--- src/hw/rtl/shss_pkg.sv ---
// ----------------------------------------------------------------------------
// shss_pkg: half-step sequencer shared types and constants
// Holds the command codes, the stream field widths and the coil pattern
// lookup for the half-step sequencer.
// ----------------------------------------------------------------------------
package shss_pkg;

  // Field widths of the input and result words
  localparam int CmdW    = 3;
  localparam int StepW   = 16;
  localparam int TargetW = 32;
  localparam int CoilW   = 4;
  localparam int OutPosW = 32;
  localparam int PhaseW  = 3;

  // Packed word widths, padded to whole bytes
  localparam int InFieldsW  = CmdW + StepW + TargetW;
  localparam int InDataW    = ((InFieldsW + 7) / 8) * 8;
  localparam int OutFieldsW = CoilW + OutPosW + OutPosW + 1;
  localparam int OutDataW   = ((OutFieldsW + 7) / 8) * 8;

  // Command codes; codes five to seven are ignored
  typedef enum logic [CmdW-1:0] {
    CMD_TICK     = 3'd0,
    CMD_FORWARD  = 3'd1,
    CMD_BACK     = 3'd2,
    CMD_ABSOLUTE = 3'd3,
    CMD_STOP     = 3'd4
  } cmd_e;

  // Half-step coil pattern for a phase index
  function automatic logic [CoilW-1:0] coil_lookup(input logic [PhaseW-1:0] phase);
    logic [CoilW-1:0] pat;
    case (phase)
      3'd0:    pat = 4'h1;
      3'd1:    pat = 4'h3;
      3'd2:    pat = 4'h2;
      3'd3:    pat = 4'h6;
      3'd4:    pat = 4'h4;
      3'd5:    pat = 4'hC;
      3'd6:    pat = 4'h8;
      3'd7:    pat = 4'h9;
      default: pat = 4'h0;
    endcase
    return pat;
  endfunction

endpackage

--- src/hw/rtl/stepper_half_step_sequencer_unit.sv ---
// ----------------------------------------------------------------------------
// stepper_half_step_sequencer_unit: four-coil half-step stepper sequencer
// Takes tick and move commands on a stream input and returns the coil
// pattern, position, remaining count and running flag after each word.
// ----------------------------------------------------------------------------
// Usage:
//   s_axis carries one command word per transfer (tick, move forward, move
//   back, move absolute, stop). Every accepted word yields exactly one
//   result word on m_axis with the state after that command.
//   A move only loads the signed remaining count and sets running; the
//   motor steps one half step on each later tick while running. A tick
//   with nothing left clears running.
//   Timing: an accepted word is held in the input register, and its result
//   is then registered in the result register and presented on m_axis.
//   Throughput: one word per cycle unless m_axis stalls; the state update
//   is a single add per counter between the input and result registers.
//   Stall: while m_axis is stalled the result register holds; the input
//   register takes a word only while empty, then s_axis_tready_o drops.
//   Reset: coils off, phase, position and count zero, stopped, both
//   stages empty.
module stepper_half_step_sequencer_unit #(
  parameter int POSITION_WIDTH = 32
) (
  input  logic                          clk_i,
  input  logic                          rst_ni,
  // command stream
  input  logic                          s_axis_tvalid_i,
  output logic                          s_axis_tready_o,
  // tdata, lsb up: command[2:0], step_count[18:3], target_position[50:19]
  input  logic [shss_pkg::InDataW-1:0]  s_axis_tdata_i,
  // result stream
  output logic                          m_axis_tvalid_o,
  input  logic                          m_axis_tready_i,
  // tdata, lsb up: coil_pattern[3:0], current_position[35:4],
  //   steps_remaining[67:36], running[68]
  output logic [shss_pkg::OutDataW-1:0] m_axis_tdata_o
);

  localparam int PosW = POSITION_WIDTH;

  // Input register
  logic                                in_valid_q;
  logic [shss_pkg::CmdW-1:0]           cmd_q;
  logic [shss_pkg::StepW-1:0]          step_q;
  logic signed [shss_pkg::TargetW-1:0] target_q;

  // Motor state
  logic [shss_pkg::PhaseW-1:0] phase_q, phase_d;
  logic [shss_pkg::CoilW-1:0]  coil_q, coil_d;
  logic [PosW-1:0]             rem_q, rem_d;
  logic [PosW-1:0]             pos_q, pos_d;
  logic                        run_q, run_d;

  // Result register
  logic                          out_valid_q;
  logic [shss_pkg::OutDataW-1:0] out_data_q;

  logic advance;
  logic in_load;
  logic [PosW-1:0] steps_ext;
  logic [PosW-1:0] target_ext;
  logic [shss_pkg::PhaseW-1:0] phase_fwd, phase_bwd;

  // Handshake: input stage moves on when the result register frees up
  assign advance         = in_valid_q && (!out_valid_q || m_axis_tready_i);
  assign s_axis_tready_o = !in_valid_q || advance;
  assign in_load         = s_axis_tvalid_i && s_axis_tready_o;

  // Input register
  always_ff @(posedge clk_i or negedge rst_ni) begin
    if (!rst_ni) begin
      in_valid_q <= 1'b0;
    end else if (in_load) begin
      in_valid_q <= 1'b1;
    end else if (advance) begin
      in_valid_q <= 1'b0;
    end
  end

  always_ff @(posedge clk_i) begin
    if (in_load) begin
      cmd_q    <= s_axis_tdata_i[shss_pkg::CmdW-1:0];
      step_q   <= s_axis_tdata_i[shss_pkg::CmdW +: shss_pkg::StepW];
      target_q <= s_axis_tdata_i[shss_pkg::CmdW + shss_pkg::StepW +: shss_pkg::TargetW];
    end
  end

  // Operands brought to state width (target sign-extended)
  assign steps_ext  = PosW'(step_q);
  assign target_ext = PosW'(target_q);
  assign phase_fwd  = phase_q + shss_pkg::PhaseW'(1);
  assign phase_bwd  = phase_q - shss_pkg::PhaseW'(1);

  // Next state for the word in the input register
  always_comb begin
    phase_d = phase_q;
    coil_d  = coil_q;
    rem_d   = rem_q;
    pos_d   = pos_q;
    run_d   = run_q;
    case (cmd_q)
      shss_pkg::CMD_TICK: begin
        if (run_q) begin
          if (rem_q == '0) begin
            run_d = 1'b0;
          end else if (!rem_q[PosW-1]) begin
            phase_d = phase_fwd;
            coil_d  = shss_pkg::coil_lookup(phase_fwd);
            rem_d   = rem_q - PosW'(1);
            pos_d   = pos_q + PosW'(1);
          end else begin
            phase_d = phase_bwd;
            coil_d  = shss_pkg::coil_lookup(phase_bwd);
            rem_d   = rem_q + PosW'(1);
            pos_d   = pos_q - PosW'(1);
          end
        end
      end
      shss_pkg::CMD_FORWARD: begin
        rem_d = steps_ext;
        run_d = 1'b1;
      end
      shss_pkg::CMD_BACK: begin
        rem_d = '0 - steps_ext;
        run_d = 1'b1;
      end
      shss_pkg::CMD_ABSOLUTE: begin
        rem_d = target_ext - pos_q;
        run_d = 1'b1;
      end
      shss_pkg::CMD_STOP: begin
        run_d = 1'b0;
      end
      default: begin
        // unused codes leave the state alone
      end
    endcase
  end

  // State registers
  always_ff @(posedge clk_i or negedge rst_ni) begin
    if (!rst_ni) begin
      phase_q <= '0;
      coil_q  <= '0;
      rem_q   <= '0;
      pos_q   <= '0;
      run_q   <= 1'b0;
    end else if (advance) begin
      phase_q <= phase_d;
      coil_q  <= coil_d;
      rem_q   <= rem_d;
      pos_q   <= pos_d;
      run_q   <= run_d;
    end
  end

  // Result register
  always_ff @(posedge clk_i or negedge rst_ni) begin
    if (!rst_ni) begin
      out_valid_q <= 1'b0;
    end else if (advance) begin
      out_valid_q <= 1'b1;
    end else if (m_axis_tready_i) begin
      out_valid_q <= 1'b0;
    end
  end

  always_ff @(posedge clk_i) begin
    if (advance) begin
      out_data_q <= shss_pkg::OutDataW'({run_d,
                                         shss_pkg::OutPosW'(rem_d),
                                         shss_pkg::OutPosW'(pos_d),
                                         coil_d});
    end
  end

  assign m_axis_tvalid_o = out_valid_q;
  assign m_axis_tdata_o  = out_data_q;

  // Checks
  a_move_sets_running: assert property (@(posedge clk_i) disable iff (!rst_ni)
    advance && (cmd_q == shss_pkg::CMD_FORWARD || cmd_q == shss_pkg::CMD_BACK ||
                cmd_q == shss_pkg::CMD_ABSOLUTE) |=> run_q)
    else $error("move did not set running");

  a_phase_only_on_tick: assert property (@(posedge clk_i) disable iff (!rst_ni)
    advance && cmd_q != shss_pkg::CMD_TICK |=> $stable(phase_q) && $stable(pos_q))
    else $error("phase or position changed on a non-tick word");

  a_coil_pattern_legal: assert property (@(posedge clk_i) disable iff (!rst_ni)
    coil_q == '0 || $countones(coil_q) == 1 || $countones(coil_q) == 2)
    else $error("illegal coil pattern");

  a_result_follows: assert property (@(posedge clk_i) disable iff (!rst_ni)
    advance |=> m_axis_tvalid_o)
    else $error("result missing after input stage advanced");

  a_stopped_no_step: assert property (@(posedge clk_i) disable iff (!rst_ni)
    advance && !run_q |=> $stable(pos_q))
    else $error("position moved while stopped");

endmodule
--- config.mk ---
export PLATFORM = sky130hd
export DESIGN_NAME = stepper_half_step_sequencer_unit
export DESIGN_NICKNAME = d
export VERILOG_FILES = /design/src/hw/rtl/shss_pkg.sv /design/src/hw/rtl/stepper_half_step_sequencer_unit.sv
export SDC_FILE = /design/constraint.sdc
export NUM_CORES = 1
export LEC_CHECK = 0
export BUFFER_PORTS_ARGS = -buffer_cell sky130_fd_sc_hd__clkbuf_2
export CORE_MARGIN = 10
export CORE_UTILIZATION = 55
export CTS_BUF_LIST = sky130_fd_sc_hd__clkbuf_16
export CTS_CLUSTER_DIAMETER = 80
export DETAILED_ROUTE_END_ITERATION = 8
export GPL_ROUTABILITY_DRIVEN = 1
export PLACE_DENSITY = 0.78
export SYNTH_ARGS = -nofsm -noshare
export SYNTH_HDL_FRONTEND = slang
export SYNTH_SLANG_ARGS = --single-unit
--- constraint.sdc ---
create_clock -name clk_i -period 4.27 [get_ports clk_i]
set_clock_uncertainty 0.05 [all_clocks]
set_input_delay 0.6405 -clock clk_i [delete_from_list [all_inputs] [get_ports clk_i]]
set_output_delay 0.6405 -clock clk_i [all_outputs]
set_load 0.01 [all_outputs]
==> impl_results.md, run 1 <==
* Reg clk slew, reported paths at 70 ps
* Max-cap violations at 0
* Hold_buf cts at 0
* Tightest Pin Transition at 862 ps
* Hold Crit Class: primary input to async pin
* Crit path launch type: flop
* Wire length per cell at 18.6 um
* Highest clock rate at approximately 0.27 GHz
* Global-route wire length before repair at ~55 mm
* Final net count at around 1700
* Num rows at 56
* IO Count at roughly 130
* Fill count at 1977
* Vias per cell at 5.92
* Post-route cell area at 14700 um2
* RSZ-0062 raised after global routing: no
* Synthesized cell area at 13200 um2
* Min Hold Slack at 245 ps
* Die ar. at 30500 um2
* Area Growth Syn to Fin at 11.7%
* Largest net degree at the start of global routing at 59
* Total grt overflow at 0
* Main synth FF type: edfxtp_1
* HPWL after DPL at 25.6 mm
* Critical Path AT at 3840 ps
* DRT Pass-1 Iters at 6
* Clock sinks at 194
* Leak pwr at 6.23 nW
* Post-CTS Setup Inserts at 0
* Crit share post-route at 0.873
* FFs w/ async S/R, synth at 0.381
* Min Tclk post-route at ~3700 ps
* Drt total wl at 34.5 mm
* CTS buffer count at 17
* Relative slew slack at 0.425
* Worst-path maximum fanout at 23
* Root buf cell: clkbuf_16
* Pwr Total at 11.1 mW
* Hold Violations, Final at 0
* Final total negative setup slack at 0 ps
* Status: complete, no violations
* Post-route DRC at 0
* Number of flops mapped to enable cells by yosys at 120
* WP data required at 4380 ps
* Final RePlAce weighted congestion at 0.946
* Final setup fails at 0
* Htree depth at 4
* Netlist cell types at 86
* Syn avg cell area at about 9.3 um2
* Iteration-0 DRC count of the detailed router at 918
* Effective utilization at floorplan at 0.559
* Layout cells sized above 1 at 0.145
* Chip width at 175 um
* Ant. Diodes at 0
* Post-synthesis sequential area ratio at 0.414
* CTS tree: built
* IO buf count at 125
* Number of global-route vias before repair at 10600
* Most frequent cells in the layout: nand2_1, o21ai_0, a21oi_1, clkbuf_2, edfxtp_1
* Cells resized by post-CTS repair at 0
* Max clock buf depth at 2
* Via count at about 11000
* Worst setup EP type: flop
* DIE HEIGHT at approximately 170 um
* Setup CP Type: flop to flop
* DRT antenna net count at 0
* Max-slew violations at 0
* PwrDens at around 750 nW/um2
* Fin util at 0.624
* #FFs+latches synth at roughly 190
* Max VDD drop at approximately 0.31 mV
* Yosys warns at 0
* Total core area at 23500 um2
* Syn Inst Count at 1409
* Post-DP Area at 14100 um2
* Clk Latency, worst-skew pair at approximately 450 ps
* Commonest non-fill, non-tap cell in the layout: nand2_1
* Total GRT Usage at 0.222
* Initial antenna violation count at 0
-- critical path, stage by stage (launching register included) --
cell      delay [ps]
dfrtp_1          400
clkinv_2         280
buf_4            360
ha_1             270
nor4b_1          280
nand4_1          140
o21ai_1          230
buf_4            200
nand2b_1         470
buf_4            340
o21ai_1          100
a21oi_1          230
a21oi_1           70
-- synthesized netlist by cell type (all sizes together) (15+ instances only) --
cell	number	area, um2
nand2	181	679
nor4	15	100
ha	99	1240
o21ai	159	807
nand3	21	105
a21oi	131	671
a31oi	17	151
a21o	27	203
clkbuf	45	169
nor2	73	274
dfrtp	74	1850
o21a	15	114
xor2	38	333
nor3	19	95.1
nand2b	17	106
xnor2	59	517
inv	79	297
edfxtp	120	3600
-- registers in the layout (all words and copies together), names as in the netlist, 3 cells and up --
name            cells
m_axis_tdata_o     69
pos_q              32
rem_q              32
target_ext         32
step_q             16
coil_q              4
cmd_q               3
phase_q             3
-- metal layers --
layer / up-vias / track usage / part of all wire
met5: - / 0 / 0
li1: 5398 / - / -
met3: 64 / 0.0405 / 0.062
met4: 0 / 0.0752 / 0.027
met1: 5176 / 0.290 / 0.44
met2: 345 / 0.363 / 0.47
-- logic make-up (layout without fill, tap and decap cells) --
family / Yosys count / after routing / synth area share
xor gates and xnor gates: 97 / 97 / 0.0645
and+or+nand+nor: 392 / 392 / 0.138
other: 1 / 3 / 0.000285
AOI/OAI and AO/OA: 470 / 470 / 0.228
muxes: 17 / 17 / 0.0159
adders and majority gates: 102 / 102 / 0.0987
DFF: 194 / 194 / 0.414
buffers and inverters: 136 / 260 / 0.0405
-- power by group --
part / total [mW] / switching (mW) / internal (mW)
clock: 1.57 / 0.756 / 0.812
sequential: 2.95 / 0.382 / 2.57
combinational: 6.55 / 3.92 / 2.62
-- per-stage QoR --
stage          setup WS (ps)  cells
2_1_floorplan           99.5   1411
3_3_place_gp             627   1822
3_5_place_dp             586   1822
4_1_cts                  566   1854
5_1_grt                  327   1854
6_report                 543   1854
-- worst paths after layout --
path	startpoint	endpoint	slack, ps	cells past startpoint
worst max-delay path	rem_q[31]	m_axis_tdata_o[61]	540	12
worst min register to register	in_valid_q	m_axis_tvalid_o	440	1
worst max register to register	rem_q[31]	m_axis_tdata_o[61]	540	12
worst min-delay path	rst_ni	pos_q[26]	240	1
max in group asynchronous	rst_ni	rem_q[27]	3090	2
min in group clk_i	s_axis_tdata_i[22]	target_ext[3]	320	1
-- cell type report --
class / count / area (um2) / share of cell area
clock buffers: 17 / 425 / 0.0289
flip-flops and latches: 194 / 5460 / 0.371
repair buffers: 147 / 793 / 0.0540
well taps: 319 / 399 / 0.0272
clock inverters: 15 / 131 / 0.00894
inverters: 81 / 307 / 0.0209
multi-input cells: 1081 / 7190 / 0.489
Power figures use the tool's default switching activity.
==> run 2: changes to the inputs <==
--- a/config.mk
+++ b/config.mk
@@ -5,6 +5,7 @@
 export SDC_FILE = /design/constraint.sdc
 export NUM_CORES = 1
 export LEC_CHECK = 0
+export ABC_CLOCK_PERIOD_IN_PS = 4270
 export BUFFER_PORTS_ARGS = -buffer_cell sky130_fd_sc_hd__clkbuf_2
 export CORE_MARGIN = 10
 export CORE_UTILIZATION = 55
==> constraint.sdc (replaced) <==
create_clock -name clk_i -period 4.27 [get_ports clk_i]
set_clock_uncertainty 0.05 [all_clocks]
set_input_delay 0.427 -clock clk_i [delete_from_list [all_inputs] [get_ports clk_i]]
set_output_delay 0.427 -clock clk_i [all_outputs]
set_load 0.01 [all_outputs]
==> run 2 against run 1 <==
Compared with the run above: highest routed layer unchanged; combinational power is essentially flat; total power rose by 1.2%; worst setup slack improved by 24 ps; sequential power barely moved; critical endpoint is now m_axis_tdata_o[65]; non-clock buffer count unchanged.
==> impl_results.md, run 2 (same netlist as run 1, synthesis figures left out) <==
* Reg-to-reg critical path startpoint: rem_q[31]
* Layout cells sized above 1 at 0.143
* Largest net degree at the start of global routing at 60
* Worst setup EP type: flop
* Num rows at 56
* Status: complete, no violations
* DIE HEIGHT at 175 um
* Min Tclk post-route at 3700 ps
* Post-route cell area at between 10000 and 15000 um2
* Total core area at between 20000 and 25000 um2
* Final net count at around 1700
* Wire length per cell at 18.8 um
* Critical Path AT at 3820 ps
* Number of global-route vias before repair at roughly 11000
* Cells resized by post-CTS repair at 0
* Relative slew slack at 0.296
* Hold Violations, Final at 0
* Hold Crit Class: primary input to flop
* Clk Latency, worst-skew pair at 450 ps
* Final total negative setup slack at 0 ps
* Placed cells at around 1800
* Ant. Diodes at 0
* CTS buffer count at 17
* Global-route wire length before repair at between 50 and 60 mm
* Die ar. at 30500 um2
* Max-slew violations at 0
* PwrDens at 760 nW/um2
* Max FFs per register at 69
* Reg2reg setup slack at between 500 and 600 ps
* Most frequent cells in the layout: nand2_1, o21ai_0, a21oi_1, clkbuf_2, edfxtp_1
* Hold Crit Start: s_axis_tdata_i[14]
* Tightest Pin Transition at 1060 ps
* Max clock buf depth at 2
* Max-cap violations at 0
* Initial antenna violation count at 0
* Iteration-0 DRC count of the detailed router at 988
* Post-route DRC at 0
* Setup CP Type: flop to flop
* Fill count at a little over 2000
* Non-Filler Instances at 1853
* Worst path slowest cell: ha_1
* Final setup fails at 0
* CP top delay family: compound AO/OA/AOI/OAI gates
* Clock sinks at roughly 190
* Critical path's largest stage delay at 510 ps
* Leak pwr at 6.25 nW
* Crit share post-route at 0.867
* CP Buf/Inv Count at 1
* Via count at 11100
* Crit path launch type: flop
* DRT antenna net count at 0
* Crit-path cells: clkinv_2, ha_1, and4_1, nand3_1, o21ai_1, o31ai_2, o31a_1, nor4_1, o22ai_1, xnor2_1, a211oi_2, a21oi_1
* Total GRT Usage at 0.224
* RSZ-0062 raised after global routing: no
* IO Count at 134
* Vias per cell at 5.99
* Worst-path maximum fanout at 13
* IO buf count at 125
* Final RePlAce weighted congestion at 0.946
* WP data required at ~4400 ps
* Effective utilization at floorplan at 0.559
* Reg clk slew, reported paths at 80 ps
* Root buf cell: clkbuf_16
* Highest clock rate at 0.270 GHz
* DRT Pass-1 Iters at 5
* Max VDD drop at 0.337 mV
* Pwr Total at 11.2 mW
* Chip width at 175 um
* Post-DP Area at roughly 14000 um2
* CTS tree: built
* Commonest non-fill, non-tap cell in the layout: nand2_1
* Crit path from: rem_q[31]
* HPWL after DPL at roughly 26 mm
* Total grt overflow at 0
* Area Growth Syn to Fin at 11.9%
* Htree depth at 4
* Drt total wl at about 35 mm
-- run 2: cell count changes in the layout (fill, tap and decap cells not counted), sizes merged --
cell and change:
bufinv +2, inv -2, buf -1, clkinvlp -1, dlygate4sd3 +1
-- run 2: timing repair --
item	in CTS	in global routing
setup buffers	0	0
hold endpoints to repair	36	0
hold buffers	1	0
-- run 2: per-layer routing --
| metal | GRT usage | part of all wire | vias up |
|---|---|---|---|
| met3 | 0.0483 | 0.069 | 63 |
| li1 | - | - | 5393 |
| met1 | 0.288 | 0.43 | 5241 |
| met5 | 0 | 0 | - |
| met4 | 0.0671 | 0.024 | 0 |
| met2 | 0.372 | 0.48 | 408 |
-- run 2: worst paths after layout --
path / end / cells past startpoint
hold / removal: step_q[11] / 1
setup reg to reg: m_axis_tdata_o[65] / 12
min in group asynchronous: pos_q[31] / 2
setup / recovery: m_axis_tdata_o[65] / 12
max in group asynchronous: rem_q[1] / 3
hold reg to reg: coil_q[1] / 2
-- run 2: where the power goes --
part           leakage [nW]  switching (mW)  internal (mW)
Combinational          3.90            3.94           2.63
Sequential             2.05           0.393           2.57
Clock                 0.296           0.752          0.922
-- run 2: area by class of cell --
| class | instances | area, um2 | area share |
|---|---|---|---|
| timing repair buffer | 147 | 796 | 0.0540 |
| inverter | 81 | 307 | 0.0208 |
| sequential | 194 | 5460 | 0.370 |
| clock inverter | 14 | 165 | 0.0112 |
| multi-input combinational | 1081 | 7190 | 0.488 |
| tap | 319 | 399 | 0.0271 |
| clock buffer | 17 | 425 | 0.0289 |
-- run 2: metrics by stage --
stage / utilization / hold WS [ps] / setup slack, ps
finish: 0.626 / 100 / 568
global route: 0.626 / 91.0 / 307
CTS: 0.626 / 90.2 / 608
detailed placement: 0.600 / 394 / 645
global placement: 0.600 / 384 / 732
floorplan: - / 81.4 / 99.5
==> run 3: changes to the inputs <==
--- a/config.mk
+++ b/config.mk
@@ -9,7 +9,6 @@
 export BUFFER_PORTS_ARGS = -buffer_cell sky130_fd_sc_hd__clkbuf_2
 export CORE_MARGIN = 10
 export CORE_UTILIZATION = 55
-export CTS_BUF_LIST = sky130_fd_sc_hd__clkbuf_16
 export CTS_CLUSTER_DIAMETER = 80
 export DETAILED_ROUTE_END_ITERATION = 8
 export GPL_ROUTABILITY_DRIVEN = 1
==> run 3 against run 2 <==
Compared with the run above: clock power hardly changed; largest cell class unchanged; routed wire length hardly changed; count of clock-buffer cells in the layout is 3 higher; sequential share of layout area hardly changed; critical path depth stayed put; total power is 0.24% higher; cell area hardly changed; critical endpoint unchanged; final cell count stayed put; die area stayed put; first-iteration DRC count is 0.30% higher; non-clock buffer count stayed put; worst setup slack worse by 6.9 ps.
==> impl_results.md, run 3 (same netlist as run 1, synthesis figures left out) <==
* Max VDD drop at 0.338 mV
* Via count at 11100
* Final RePlAce weighted congestion at 0.946
* Critical Path AT at 3840 ps
* Final setup fails at 0
* Cells resized by post-CTS repair at 0
* DIE HEIGHT at roughly 170 um
* HPWL after DPL at 25.7 mm
* Root buf cell: clkbuf_16
* Num rows at 56
* Hold Crit Class: primary input to flop
* Htree depth at 4
* Number of global-route vias before repair at 10700
* CTS tree: built
* End point of the critical path: m_axis_tdata_o[65]
* Max FFs per register at 69
* Chip width at around 170 um
* Area Growth Syn to Fin at 12.0%
* Most frequent cells in the layout: nand2_1, o21ai_0, a21oi_1, clkbuf_2, edfxtp_1
* Drt total wl at about 35 mm
* Reg2reg setup slack at around 560 ps
* Storage cell area at ~5500 um2
* Largest net degree at the start of global routing at 60
* Crit path launch type: flop
* Relative slew slack at 0.299
* Clock sinks at 194
* CTS buffer count at 17
* Total GRT Usage at 0.224
* Die ar. at approximately 31000 um2
* Reg-to-reg critical path startpoint: rem_q[31]
* Total grt overflow at 0
* Reg2Reg Capture Point: m_axis_tdata_o[65]
* Final net count at 1684
* Hold_buf cts at 1
* Fin util at 0.626
* Multi-input gate area at 7190 um2
* Post-CTS Setup Inserts at 0
* Fill count at 2027
* Worst setup EP type: flop
* Layout cells sized above 1 at 0.144
* Worst r2r path cells at 12
* Ant. Diodes at 0
* WP data required at 4400 ps
* Iteration-0 DRC count of the detailed router at approximately 990
* DRT Pass-1 Iters at 5
* Post-route DRC at 0
* IO buf count at 125
* Vias per cell at 5.99
* Leak pwr at between 6 and 7 nW
* IO Count at 134
* Setup CP Type: flop to flop
* Crit share post-route at 0.869
* Reg clk slew, reported paths at 80 ps
* Worst-path maximum fanout at 13
* DRT antenna net count at 0
* Final total negative setup slack at 0 ps
* RSZ-0062 raised after global routing: no
* Max-slew violations at 0
* Min Tclk post-route at 3710 ps
* Wire length per cell at 18.8 um
* PwrDens at 762 nW/um2
* Highest clock rate at 0.270 GHz
* Hold Violations, Final at 0
* Max clock buf depth at 2
* Crit path from: rem_q[31]
* Effective utilization at floorplan at 0.559
* Global-route wire length before repair at 55.6 mm
* Status: complete, no violations
* Clk Latency, worst-skew pair at 450 ps
* Total core area at ~24000 um2
* Tightest Pin Transition at approximately 1100 ps
* Max-cap violations at 0
* Initial antenna violation count at 0
* Commonest non-fill, non-tap cell in the layout: nand2_1
run 3: cell types whose count changed in the layout (fill, tap and decap cells not counted):
cell      delta
inv_1        -2
clkbuf_8     +1
clkbuf_1     +2
clkinv_1     -1
run 3: critical path, cell delays in order (launching register included):
cell,delay (ps)
dfrtp_1,390
clkinv_2,250
ha_1,500
and4_1,240
nand3_1,80
o21ai_1,310
o31ai_2,190
o31a_1,360
nor4_1,380
o22ai_1,170
xnor2_1,180
a211oi_2,270
a21oi_1,70
run 3: metal layers:
metal | vias up | GRT usage | part of all wire
met5 | - | 0 | 0
met2 | 387 | 0.373 | 0.48
met3 | 62 | 0.0461 | 0.065
met1 | 5261 | 0.288 | 0.43
li1 | 5393 | - | -
met4 | 0 | 0.0710 | 0.024
run 3: worst min-delay path by stage:
| stage | from | depth (start not counted) | end | slack [ps] |
|---|---|---|---|---|
| 6_report | s_axis_tdata_i[23] | 1 | target_ext[4] | 90 |
| 5_1_grt | s_axis_tdata_i[31] | 1 | target_ext[12] | 90 |
| 4_1_cts | s_axis_tdata_i[14] | 1 | step_q[11] | 90 |
| 3_5_place_dp | rst_ni | 1 | pos_q[27] | 390 |
| 3_3_place_gp | rst_ni | 1 | pos_q[26] | 380 |
| 2_1_floorplan | rst_ni | 0 | coil_q[0] | 80 |
run 3: power breakdown:
part	internal [mW]	switching, mW
Combinational	2.63	3.94
Clock	0.944	0.754
Sequential	2.57	0.392
run 3: layout make-up:
| class | instances | area share |
|---|---|---|
| Tap cell | 319 | 0.0271 |
| Clock buffer | 20 | 0.0303 |
| Sequential cell | 194 | 0.370 |
| Multi-Input combinational cell | 1081 | 0.487 |
| Clock inverter | 11 | 0.0104 |
| Timing Repair Buffer | 147 | 0.0540 |
| Inverter | 81 | 0.0208 |
run 3: metrics by stage:
| step | std cells | area [um2] | setup slack, ps | hold slack [ps] | total power [mW] |
|---|---|---|---|---|---|
| finish | 1853 | 14700 | 561 | 95.0 | 11.2 |
| global route | 1853 | 14700 | 307 | 90.7 | 12.1 |
| detailed placement | 1821 | 14100 | 645 | 394 | 9.45 |
| global placement | 1821 | 14100 | 732 | 384 | 9.32 |
| CTS | 1853 | 14700 | 608 | 90.9 | 11.2 |
| floorplan | 1411 | 13200 | 99.5 | 81.4 | 7.88 |
